### config.mk
export PLATFORM = sky130hd
export DESIGN_NAME = two_channel_lux_calculation_top
export DESIGN_NICKNAME = d
export VERILOG_FILES = /design/src/rtl/tlc_pkg.sv /design/src/rtl/tlc_div.sv /design/src/rtl/two_channel_lux_calculation_top.sv
export VERILOG_INCLUDE_DIRS = /design/src /design/src/rtl
export SDC_FILE = /design/constraint.sdc
export NUM_CORES = 2
export LEC_CHECK = 0
export ABC_AREA = 1
export BUFFER_PORTS_ARGS = -buffer_cell sky130_fd_sc_hd__buf_2
export CAP_MARGIN = 10
export CORE_ASPECT_RATIO = 1.5
export CORE_MARGIN = 1
export CORE_UTILIZATION = 60
export DETAILED_ROUTE_END_ITERATION = 10
export HOLD_SLACK_MARGIN = 0.05
export PLACE_DENSITY = 0.84
export REMOVE_ABC_BUFFERS = 1
export SETUP_SLACK_MARGIN = 0.5
export SLEW_MARGIN = 20
export SYNTH_ARGS = -nofsm -noshare
export SYNTH_HDL_FRONTEND = slang
export SYNTH_SLANG_ARGS = --single-unit
export TNS_END_PERCENT = 20
### constraint.sdc
create_clock -name aclk -period 125.1 [get_ports aclk]
set_input_delay 25.02 -clock aclk [delete_from_list [all_inputs] [get_ports aclk]]
set_output_delay 25.02 -clock aclk [all_outputs]
set_load 0.01 [all_outputs]
### src/rtl/two_channel_lux_calculation_top_defines.svh
// Assertion macros shared by the two-channel lux calculation RTL.
// Depends on nothing; users must have aclk and aresetn in scope.
`ifndef TWO_CHANNEL_LUX_CALCULATION_TOP_DEFINES_SVH
`define TWO_CHANNEL_LUX_CALCULATION_TOP_DEFINES_SVH

// Checked on every clock edge outside of reset.
`define TLC_ASSERT(label, prop, msg) \
    label: assert property (@(posedge aclk) disable iff (!aresetn) prop) \
        else $error(msg);

// Checked on every clock edge, reset included.
`define TLC_ASSERT_ALWAYS(label, prop, msg) \
    label: assert property (@(posedge aclk) prop) \
        else $error(msg);

`endif

### src/rtl/tlc_pkg.sv
// Shared types, constants and slope tables for the two-channel lux calculation.
// Depends on nothing; used by tlc_div and two_channel_lux_calculation_top.
package tlc_pkg;

    localparam int COUNT_W   = 16;
    localparam int SCALE_W   = 19;
    localparam int CH_W      = 25;
    localparam int REM_W     = 26;
    localparam int Q_W       = 11;
    localparam int SLOPE_W   = 10;
    localparam int PROD_W    = 35;
    localparam int LUX_W     = 21;
    localparam int FRAC_CH   = 10;
    localparam int FRAC_LUX  = 14;
    localparam int NUM_BANDS = 7;

    localparam logic [SCALE_W-1:0] SCALE_SHORT   = 19'h07517;
    localparam logic [SCALE_W-1:0] SCALE_MEDIUM  = 19'h00FE7;
    localparam logic [SCALE_W-1:0] SCALE_NOMINAL = 19'h00400;

    localparam logic [1:0] INTEG_SHORT  = 2'd0;
    localparam logic [1:0] INTEG_MEDIUM = 2'd1;
    localparam logic [1:0] INTEG_NOMINAL = 2'd2;

    typedef enum logic [1:0] {
        REG_INTEGRATION = 2'd0,
        REG_HIGH_GAIN   = 2'd1,
        REG_PACKAGE     = 2'd2
    } cfg_reg_t;

    typedef struct packed {
        logic [SLOPE_W-1:0] limit;
        logic [SLOPE_W-1:0] b;
        logic [SLOPE_W-1:0] m;
    } band_t;

    typedef struct packed {
        logic [SLOPE_W-1:0] b;
        logic [SLOPE_W-1:0] m;
    } slopes_t;

    // One item as it travels through the ratio divider.
    typedef struct packed {
        logic [COUNT_W-1:0] bb;
        logic [CH_W-1:0]    ch0;
        logic [CH_W-1:0]    ch1;
        logic               zero;
        logic               big;
    } item_t;

    localparam band_t STD_TABLE [NUM_BANDS] = '{
        '{10'h040, 10'h1f2, 10'h1be},
        '{10'h080, 10'h214, 10'h2d1},
        '{10'h0c0, 10'h23f, 10'h37b},
        '{10'h100, 10'h270, 10'h3fe},
        '{10'h138, 10'h16f, 10'h1fc},
        '{10'h19a, 10'h0d2, 10'h0fb},
        '{10'h29a, 10'h018, 10'h012}
    };

    localparam band_t CS_TABLE [NUM_BANDS] = '{
        '{10'h043, 10'h204, 10'h1ad},
        '{10'h085, 10'h228, 10'h2c1},
        '{10'h0c8, 10'h253, 10'h363},
        '{10'h10a, 10'h282, 10'h3df},
        '{10'h14d, 10'h177, 10'h1dd},
        '{10'h19a, 10'h101, 10'h127},
        '{10'h029a, 10'h037, 10'h02b}
    };

    // The rounded ratio (q + 1) >> 1 is at most a band limit exactly when
    // the raw quotient q is at most twice that limit.
    function automatic slopes_t pick_slopes(input logic [Q_W-1:0] q,
                                            input logic package_sel);
        slopes_t s;
        band_t   t;
        s = '0;
        for (int i = NUM_BANDS - 1; i >= 0; i--) begin
            t = package_sel ? STD_TABLE[i] : CS_TABLE[i];
            if (q <= {t.limit, 1'b0}) begin
                s.b = t.b;
                s.m = t.m;
            end
        end
        return s;
    endfunction

endpackage

### src/rtl/tlc_div.sv
// Pipelined restoring divider giving the 11-bit quotient (ch1 << 10) / ch0.
// Depends on tlc_pkg; one quotient bit is resolved per register stage.
module tlc_div (
    input  logic                       aclk,
    input  logic                       aresetn,
    input  logic                       en,
    input  logic                       in_valid,
    input  tlc_pkg::item_t             in_item,
    output logic                       out_valid,
    output tlc_pkg::item_t             out_item,
    output logic [tlc_pkg::Q_W-1:0]    out_q
);

    logic                          valid_reg [tlc_pkg::Q_W];
    tlc_pkg::item_t                item_reg  [tlc_pkg::Q_W];
    logic [tlc_pkg::REM_W-1:0]     rem_reg   [tlc_pkg::Q_W];
    logic [tlc_pkg::Q_W-1:0]       q_reg     [tlc_pkg::Q_W];

    for (genvar k = 0; k < tlc_pkg::Q_W; k++) begin : g_step
        logic                      valid_in;
        tlc_pkg::item_t            item_in;
        logic [tlc_pkg::REM_W-1:0] rem_in;
        logic [tlc_pkg::Q_W-1:0]   q_in;
        logic [tlc_pkg::REM_W-1:0] divisor;
        logic                      ge;
        logic [tlc_pkg::REM_W-1:0] diff;
        logic [tlc_pkg::REM_W-1:0] rem_next;
        logic [tlc_pkg::Q_W-1:0]   q_next;

        if (k == 0) begin : g_first
            assign valid_in = in_valid;
            assign item_in  = in_item;
            assign rem_in   = {1'b0, in_item.ch1};
            assign q_in     = '0;
        end else begin : g_rest
            assign valid_in = valid_reg[k-1];
            assign item_in  = item_reg[k-1];
            assign rem_in   = rem_reg[k-1];
            assign q_in     = q_reg[k-1];
        end

        // The partial remainder stays below twice the divisor, so one
        // compare and subtract settles each bit.
        assign divisor  = {1'b0, item_in.ch0};
        assign ge       = (rem_in >= divisor);
        assign diff     = ge ? (rem_in - divisor) : rem_in;
        assign rem_next = {diff[tlc_pkg::REM_W-2:0], 1'b0};
        assign q_next   = {q_in[tlc_pkg::Q_W-2:0], ge};

        always_ff @(posedge aclk) begin
            if (!aresetn) begin
                valid_reg[k] <= 1'b0;
            end else if (en) begin
                valid_reg[k] <= valid_in;
            end
        end

        always_ff @(posedge aclk) begin
            if (en) begin
                item_reg[k] <= item_in;
                rem_reg[k]  <= rem_next;
                q_reg[k]    <= q_next;
            end
        end
    end

    assign out_valid = valid_reg[tlc_pkg::Q_W-1];
    assign out_item  = item_reg[tlc_pkg::Q_W-1];
    assign out_q     = q_reg[tlc_pkg::Q_W-1];

endmodule

### src/rtl/two_channel_lux_calculation_top.sv
// Two-channel lux calculation: one transaction of broadband and infrared
// counts in, one lux value out, every clock cycle while the output is not
// stalled. The pipeline has three stages for input capture, count scaling and
// divider setup, eleven stages of the ratio divider (one quotient bit each),
// then slope lookup, the two slope multiplies, the difference and the rounding
// stage. All stages advance together whenever the output register is empty or
// being read, so a stalled output holds the whole pipeline. Registers are
// written through the cfg channel, which is always ready, and must only change
// while no transaction is in flight.
// Depends on tlc_pkg, tlc_div and two_channel_lux_calculation_top_defines.svh.
`include "two_channel_lux_calculation_top_defines.svh"

module two_channel_lux_calculation_top (
    input  logic                          aclk,
    input  logic                          aresetn,
    input  logic                          cfg_valid,
    output logic                          cfg_ready,
    input  logic [1:0]                    cfg_index,
    input  logic [1:0]                    cfg_data,
    input  logic                          s_valid,
    output logic                          s_ready,
    input  logic [tlc_pkg::COUNT_W-1:0]   s_broadband_count,
    input  logic [tlc_pkg::COUNT_W-1:0]   s_infrared_count,
    output logic                          m_valid,
    input  logic                          m_ready,
    output logic [tlc_pkg::LUX_W-1:0]     m_lux_value,
    output logic [tlc_pkg::COUNT_W-1:0]   m_broadband_echo
);

    logic [1:0] integration_select_reg;
    logic       high_gain_reg;
    logic       package_select_reg;
    logic       pipe_en;

    // Configuration registers.
    assign cfg_ready = 1'b1;

    always_ff @(posedge aclk) begin
        if (!aresetn) begin
            integration_select_reg <= tlc_pkg::INTEG_NOMINAL;
            high_gain_reg          <= 1'b1;
            package_select_reg     <= 1'b1;
        end else if (cfg_valid) begin
            case (cfg_index)
                tlc_pkg::REG_INTEGRATION: integration_select_reg <= cfg_data;
                tlc_pkg::REG_HIGH_GAIN:   high_gain_reg          <= cfg_data[0];
                tlc_pkg::REG_PACKAGE:     package_select_reg     <= cfg_data[0];
                default: ;
            endcase
        end
    end

    logic m_valid_reg;
    assign pipe_en = !m_valid_reg || m_ready;
    assign s_ready = pipe_en;

    // Stage 1: capture the counts and the scale factor.
    logic [tlc_pkg::SCALE_W-1:0] scale_base;
    logic [tlc_pkg::SCALE_W-1:0] scale_next;
    logic                        s1_valid_reg;
    logic [tlc_pkg::COUNT_W-1:0] s1_bb_reg;
    logic [tlc_pkg::COUNT_W-1:0] s1_ir_reg;
    logic [tlc_pkg::SCALE_W-1:0] s1_scale_reg;

    always_comb begin
        case (integration_select_reg)
            tlc_pkg::INTEG_SHORT:  scale_base = tlc_pkg::SCALE_SHORT;
            tlc_pkg::INTEG_MEDIUM: scale_base = tlc_pkg::SCALE_MEDIUM;
            default:               scale_base = tlc_pkg::SCALE_NOMINAL;
        endcase
        scale_next = high_gain_reg ? scale_base
                                   : {scale_base[tlc_pkg::SCALE_W-5:0], 4'b0000};
    end

    always_ff @(posedge aclk) begin
        if (!aresetn) begin
            s1_valid_reg <= 1'b0;
        end else if (pipe_en) begin
            s1_valid_reg <= s_valid;
        end
    end

    always_ff @(posedge aclk) begin
        if (pipe_en) begin
            s1_bb_reg    <= s_broadband_count;
            s1_ir_reg    <= s_infrared_count;
            s1_scale_reg <= scale_next;
        end
    end

    // Stage 2: scaled channel counts.
    logic [tlc_pkg::PROD_W-1:0]  prod0;
    logic [tlc_pkg::PROD_W-1:0]  prod1;
    logic                        s2_valid_reg;
    logic [tlc_pkg::COUNT_W-1:0] s2_bb_reg;
    logic [tlc_pkg::CH_W-1:0]    s2_ch0_reg;
    logic [tlc_pkg::CH_W-1:0]    s2_ch1_reg;

    assign prod0 = tlc_pkg::PROD_W'(s1_bb_reg) * tlc_pkg::PROD_W'(s1_scale_reg);
    assign prod1 = tlc_pkg::PROD_W'(s1_ir_reg) * tlc_pkg::PROD_W'(s1_scale_reg);

    always_ff @(posedge aclk) begin
        if (!aresetn) begin
            s2_valid_reg <= 1'b0;
        end else if (pipe_en) begin
            s2_valid_reg <= s1_valid_reg;
        end
    end

    always_ff @(posedge aclk) begin
        if (pipe_en) begin
            s2_bb_reg  <= s1_bb_reg;
            s2_ch0_reg <= prod0[tlc_pkg::PROD_W-1:tlc_pkg::FRAC_CH];
            s2_ch1_reg <= prod1[tlc_pkg::PROD_W-1:tlc_pkg::FRAC_CH];
        end
    end

    // Stage 3: divider setup. A quotient of 2048 or more lies far above the
    // last band, so it is only flagged and the divider never has to hold it.
    tlc_pkg::item_t s3_item_next;
    tlc_pkg::item_t s3_item_reg;
    logic           s3_valid_reg;

    always_comb begin
        s3_item_next.bb   = s2_bb_reg;
        s3_item_next.ch0  = s2_ch0_reg;
        s3_item_next.ch1  = s2_ch1_reg;
        s3_item_next.zero = (s2_ch0_reg == '0);
        s3_item_next.big  = (s2_ch0_reg != '0)
                         && ({1'b0, s2_ch1_reg} >= {s2_ch0_reg, 1'b0});
    end

    always_ff @(posedge aclk) begin
        if (!aresetn) begin
            s3_valid_reg <= 1'b0;
        end else if (pipe_en) begin
            s3_valid_reg <= s2_valid_reg;
        end
    end

    always_ff @(posedge aclk) begin
        if (pipe_en) begin
            s3_item_reg <= s3_item_next;
        end
    end

    // Ratio divider.
    logic                     div_valid;
    tlc_pkg::item_t           div_item;
    logic [tlc_pkg::Q_W-1:0]  div_q;

    tlc_div u_div (
        .aclk      (aclk),
        .aresetn   (aresetn),
        .en        (pipe_en),
        .in_valid  (s3_valid_reg),
        .in_item   (s3_item_reg),
        .out_valid (div_valid),
        .out_item  (div_item),
        .out_q     (div_q)
    );

    // Slope lookup.
    logic [tlc_pkg::Q_W-1:0]     q_eff;
    tlc_pkg::slopes_t            slopes;
    logic                        band_valid_reg;
    logic [tlc_pkg::COUNT_W-1:0] band_bb_reg;
    logic [tlc_pkg::CH_W-1:0]    band_ch0_reg;
    logic [tlc_pkg::CH_W-1:0]    band_ch1_reg;
    logic [tlc_pkg::SLOPE_W-1:0] band_b_reg;
    logic [tlc_pkg::SLOPE_W-1:0] band_m_reg;

    always_comb begin
        q_eff  = div_item.zero ? '0 : div_q;
        slopes = div_item.big ? '0 : tlc_pkg::pick_slopes(q_eff, package_select_reg);
    end

    always_ff @(posedge aclk) begin
        if (!aresetn) begin
            band_valid_reg <= 1'b0;
        end else if (pipe_en) begin
            band_valid_reg <= div_valid;
        end
    end

    always_ff @(posedge aclk) begin
        if (pipe_en) begin
            band_bb_reg  <= div_item.bb;
            band_ch0_reg <= div_item.ch0;
            band_ch1_reg <= div_item.ch1;
            band_b_reg   <= slopes.b;
            band_m_reg   <= slopes.m;
        end
    end

    // Slope products.
    logic                        mul_valid_reg;
    logic [tlc_pkg::COUNT_W-1:0] mul_bb_reg;
    logic [tlc_pkg::PROD_W-1:0]  pos_reg;
    logic [tlc_pkg::PROD_W-1:0]  neg_reg;

    always_ff @(posedge aclk) begin
        if (!aresetn) begin
            mul_valid_reg <= 1'b0;
        end else if (pipe_en) begin
            mul_valid_reg <= band_valid_reg;
        end
    end

    always_ff @(posedge aclk) begin
        if (pipe_en) begin
            mul_bb_reg <= band_bb_reg;
            pos_reg    <= tlc_pkg::PROD_W'(band_ch0_reg) * tlc_pkg::PROD_W'(band_b_reg);
            neg_reg    <= tlc_pkg::PROD_W'(band_ch1_reg) * tlc_pkg::PROD_W'(band_m_reg);
        end
    end

    // Difference, clamped at zero.
    logic                        diff_valid_reg;
    logic [tlc_pkg::COUNT_W-1:0] diff_bb_reg;
    logic [tlc_pkg::PROD_W-1:0]  diff_reg;

    always_ff @(posedge aclk) begin
        if (!aresetn) begin
            diff_valid_reg <= 1'b0;
        end else if (pipe_en) begin
            diff_valid_reg <= mul_valid_reg;
        end
    end

    always_ff @(posedge aclk) begin
        if (pipe_en) begin
            diff_bb_reg <= mul_bb_reg;
            diff_reg    <= (pos_reg > neg_reg) ? (pos_reg - neg_reg) : '0;
        end
    end

    // Rounding, scaling and saturation into the output register.
    logic [tlc_pkg::PROD_W:0]              rounded;
    logic [tlc_pkg::PROD_W-tlc_pkg::FRAC_LUX:0] shifted;
    logic [tlc_pkg::LUX_W-1:0]             lux_next;
    logic [tlc_pkg::LUX_W-1:0]             lux_reg;
    logic [tlc_pkg::COUNT_W-1:0]           echo_reg;

    always_comb begin
        rounded  = {1'b0, diff_reg} + ((tlc_pkg::PROD_W + 1)'(1) << (tlc_pkg::FRAC_LUX - 1));
        shifted  = rounded[tlc_pkg::PROD_W:tlc_pkg::FRAC_LUX];
        lux_next = (shifted[tlc_pkg::PROD_W-tlc_pkg::FRAC_LUX:tlc_pkg::LUX_W] != '0)
                 ? '1 : shifted[tlc_pkg::LUX_W-1:0];
    end

    always_ff @(posedge aclk) begin
        if (!aresetn) begin
            m_valid_reg <= 1'b0;
        end else if (pipe_en) begin
            m_valid_reg <= diff_valid_reg;
        end
    end

    always_ff @(posedge aclk) begin
        if (pipe_en) begin
            lux_reg  <= lux_next;
            echo_reg <= diff_bb_reg;
        end
    end

    assign m_valid          = m_valid_reg;
    assign m_lux_value      = lux_reg;
    assign m_broadband_echo = echo_reg;

    `TLC_ASSERT(a_stall_blocks_input, m_valid && !m_ready |-> !s_ready, "input accepted while output stalled")
    `TLC_ASSERT(a_big_ratio_zero_slopes, pipe_en && div_valid && div_item.big |=> band_b_reg == '0 && band_m_reg == '0, "ratio above last band did not give zero slopes")
    `TLC_ASSERT(a_stall_holds_diff, !pipe_en && diff_valid_reg |=> diff_valid_reg && $stable(diff_reg), "pipeline moved during a stall")
    `TLC_ASSERT_ALWAYS(a_reset_empties_output, !aresetn |=> !m_valid, "output valid after reset")

endmodule
Word-level counts from Yosys, hierarchy flattened
Memories as Yosys holds them, arrays and structs flattened. A register that Yosys moved wholly into a read port is not among the register bits. Index checks and enable logic that the tools add are counted. W data, S select, Z words.

Register bits after elaboration: 455. Bits in writable memories: 1155. Bits of input ports: 41. Output and inout bits: 40. Logic and storage cells: 143. Memories: 4.

Memories: u_div.item_reg (words 11, width 68, read ports 11, clocked after memory_dff 0, wr ports 11, line tlc_div.sv:15) `tlc_pkg::item_t item_reg [tlc_pkg::Q_W];`; u_div.rem_reg (words 11, width 25, read ports 10, clocked after memory_dff 0, wr ports 11, line tlc_div.sv:16) `logic [tlc_pkg::REM_W-1:0] rem_reg [tlc_pkg::Q_W];`; u_div.q_reg (words 11, width 11, read ports 11, clocked after memory_dff 0, wr ports 11, line tlc_div.sv:17) `logic [tlc_pkg::Q_W-1:0] q_reg [tlc_pkg::Q_W];`; u_div.valid_reg (words 11, width 1, read ports 11, clocked after memory_dff 1, wr ports 11, line tlc_div.sv:14) `logic valid_reg [tlc_pkg::Q_W];`.

Add/sub/neg operators: 13. Multipliers: 4. Magnitude comparators: 20. Eq/ne operators: 3. Mux-type cells: 44. Bitwise gates (word level): 11. Reductions and logical operators: 11.

Operators by type and width (count): $mux W25 (11); $sub A25 B25 Y25 (11); $ge A26 B25 Y1 (10); $mux W20 (6); $mul A16 B19 Y35 (2); $mul A25 B10 Y35 (2); $mux W24 (2); $mux W19 (2); $add A35 B14 Y36 const B (1); $gt A35 B35 Y1 (1); $sub A35 B35 Y35 (1); $mux W16 (2); $pmux W15 S2 (1); $mux W27 (1); $ge A25 B26 Y1 (1); $ge A25 B25 Y1 (1); $logic_not A25 Y1 (1); $reduce_bool A25 Y1 (1); $mux W23 (1); $le A11 B10 Y1 (2); $le A11 B9 Y1 (2); $mux W22 (1); $mux W1 (16); $le A11 B10 Y1 const B (1); other kinds (11) (26).

Depth between registers and ports, before layout
An unclocked memory read counts as a cell.

Word-level depth: 10. Gate-level depth with buffers: 28. Depth with buffers taken out: 27.

Cells and area by module
From an unflattened synthesis, not the netlist that was laid out.

Cell total of the unflattened synthesis: 12404. Area, all modules: 111081.5 sq um.

By module, submodules not included: tlc_div (times used 1, cells an instance 6301, area each 57719.1 sq um, sequential area each 32271.0 sq um); two_channel_lux_calculation_top (times used 1, cells an instance 6103, area each 53362.4 sq um, sequential area each 12952.4 sq um).

Worst setup path after synthesis
OpenSTA, ideal clock, no wires.

Path kind: input to output. Start: in m_ready. End: out s_ready. Arrival: 53.621 ns. Required time: 100.080 ns. Slack: 46.459 ns. Stages: 2. Path buffers: 0. Cells stage by stage: nor2_1 > inv_1.

Word-level cells in the longest chain between the ends: 1.

RTL lines: start: declaration (line two_channel_lux_calculation_top.sv:25) `input logic m_ready,`; $logic_or A1 B1 Y1 (line two_channel_lux_calculation_top.sv:54) `assign pipe_en = !m_valid_reg || m_ready;`; end: declaration (line two_channel_lux_calculation_top.sv:21) `output logic s_ready,`.

Every way passes these cells.

Worst setup path in the final report
Same ends and word-level chain as after synthesis.

==> results_dict.tcl <==
set metrics [dict create \
    cp.required_ps 100080 \
    syn-cell-area_um2 105400 \
    die_h_um 515.2 \
    grt_max_degree 181 \
    num_rows 188 \
    vias_per_cell 5.565 \
    vias 73910 \
    cts_max_level 4 \
    critical_path_arrival_ps 26220 \
    period_share_pct 40.96 \
    timing.reg2reg.setup_slack_ps 118170 \
    synth_area_leaders "edfxtp_1 (43%), fa_1 (15%), ha_1 (8.6%), inv_1 (8.6%), nand2_1 (8.0%)" \
    start_kind "input pin" \
    post-route-min-period_ps 51240 \
    largest_reg_flops 748 \
    yosysSeqAreaShare_pct 42.93 \
    crit_top_cell "buf_2" \
    met2_length_mm 151.8 \
    clk_latency_ps 830 \
    worst_hold_path_type "reg -> reg" \
    area_growth_pct 6.973 \
    gp_congestion 1.047 \
    cpPeakStageDelay_ps 360 \
    tritoncts "yes" \
    initial_core_util_pct 60.36 \
    cp_cell_sequence "buf_2 -> nor2_1 -> inv_8 -> buf_2" \
    route.met3.wl_mm 13.42 \
    hold_viol 0 \
    drtAntennaViolNets 0 \
    tightest_slew_ps 1225 \
    first_iter_violations 4840 \
    hold_path_end "u_div.item_reg[9][2]$_DFFE_PN_" \
    stdcell_area_um2 112700 \
    synthFlopType "edfxtp_1" \
    timing.fmax_mhz 19.52 \
    synth_seq_cells 1510 \
    cp-end-kind "output pin" \
    wl_per_cell_um 21.55 \
    status "finished clean" \
    slew_viol_final 0 \
    cts_setup_buffers 0 \
    crit_slowest_cell "nor2_1" \
    clk_pin_slew_ps 60 \
    final_cell_mix "inv_1 (2408), nand2_1 (2249), edfxtp_1 (1498)" \
    grt_pass1_vias 78530 \
    setup_viol 0 \
    track_usage_pct 32.78 \
    cts_buffer_depth 4 \
    rr_endpoint "s2_ch1_reg[23]$_DFFE_PN_" \
    fin_setup_tns_ps 0 \
    finalClockSkew_ps 72.36 \
    crit_type "in -> out" \
    top_layer_used "met5" \
    async_reset_ff_share_pct 0 \
    slew_headroom_pct 18.33 \
    synth_edf_count 1498 \
    grt_pass1_wl_mm 434.1 \
    clock-sinks 1510 \
    dieWidth_um 344.1 \
    yosys_warnings 0 \
    final_common_cell "inv_1" \
    crit_buf_inv 3 \
    portBuffers 79 \
    whs_path_depth 0 \
    seqCellArea_um2 45220 \
    wl_mm 286.2 \
    nets 12470 \
    ys_types 56 \
    whs_ps 388.1 \
    reg2regPathDepth 18 \
    cts-root-buf "clkbuf_16" \
    r2r-start "s1_ir_reg[1]$_DFFE_PN_" \
    hp-start "u_div.item_reg[8][2]$_DFFE_PN_" \
    cp_max_fo 89 \
    cts_hold_buf 0 \
    drc 0 \
    dpl.hpwl_mm 227.0 \
    rsz0062_at_grt "false" \
    grt-ovfl-total 0 \
    yosys.area.top_type_share_pct 42.70 \
    syn_inst 10840 \
    synth_area_per_cell_um2 9.718 \
    post_cts_resized 0 \
    wl_met1_mm 88.87 \
    cpLargestDelayFamily "buffers and inverters" \
    final.setup.worst_slack_ps 73860 \
    maxCapViolCount 0 \
    pre_cts_slack_ps 73890 \
    dpl_cell_area_um2 107900 \
    grt_antenna_before_repair 9 \
    multi_input_area_um2 49910 \
    core_um2 174500 \
    ioPinCount 81 \
    cts_buffers 149 \
    fill_cells 13890 \
    die_area_um2 177300 \
    dr.pass1.iters 6 \
    drive_gt1_share_pct 4.411 \
    synth_area_leader_cell "edfxtp_1" \
]
## logic make-up (layout without fill, tap and decap cells)
family / after synthesis / count (layout) / synth area share (%)
AO/OA/AOI/OAI: 1274 / 1274 / 6.653
XOR/XNOR: 308 / 308 / 2.561
adder cells (fa/ha/maj): 1536 / 1536 / 24.03
buffers and inverters: 2651 / 2806 / 9.713
flip-flops: 1510 / 1510 / 42.93
other: 1 / 6 / 0.003560
AND/OR/NAND/NOR: 3561 / 3561 / 14.12
## worst max-delay path by stage
stage	start	endpoint	slack [ps]	cells past startpoint
finish	m_ready	s_ready	73860	4
detailed placement	m_ready	s_ready	73890	4
CTS	m_ready	s_ready	73870	4
global route	m_ready	s_ready	73820	4
floorplan	m_ready	s_ready	46460	2
global placement	m_ready	s_ready	73920	4
## routing by layer
layer,global-route usage [%],vias up
li1,-,34690
met1,30.48,35430
met2,60.78,2582
met3,4.414,1191
met4,30.41,14
met5,0,-
## worst register-to-register path: stages (launching register included)
cell and delay [ps]:
edfxtp_1 840, nand2_1 220, fa_1 550, fa_1 470, fa_1 560, inv_1 60, fa_1 490, fa_1 490
inv_1 50, fa_1 540, inv_1 60, ha_1 390, a21oi_1 440, inv_1 80, a31oi_1 700, nand2_1 340
nand3_1 150, nand2_1 80, xor2_1 150
## layout make-up
type | count | area share, %
repair buffers | 124 | 0.6950
inverters | 2425 | 8.084
multi-input cells | 6680 | 44.28
diodes | 5 | 0.01110
flip-flops and latches | 1510 | 40.13
clock inverters | 84 | 0.8604
well taps | 2280 | 2.531
clock buffers | 173 | 3.407
## metrics by stage
step / std cells / util [%]
after floorplan: 10620 / -
after detailed placement: 13020 / 61.80
after CTS: 13280 / 64.56
final: 13280 / 64.57
after global routing: 13280 / 64.56
after global placement: 13020 / 61.80
## cells in the mapped netlist, types with 32 or more instances
master / instances
inv_1: 2409
nand2_1: 2249
edfxtp_1: 1498
fa_1: 812
ha_1: 724
nor2_1: 607
a21oi_1: 586
o21ai_0: 352
nand3_1: 323
xor2_1: 203
clkbuf_1: 159
nand4_1: 118
nor3_1: 112
xnor2_1: 105
o21ai_1: 97
a21o_1: 52
o21bai_1: 47
o21ai_2: 32
Power is not shown: default switching activity piles up to over one toggle a cycle in this logic, so the estimate is an artifact.
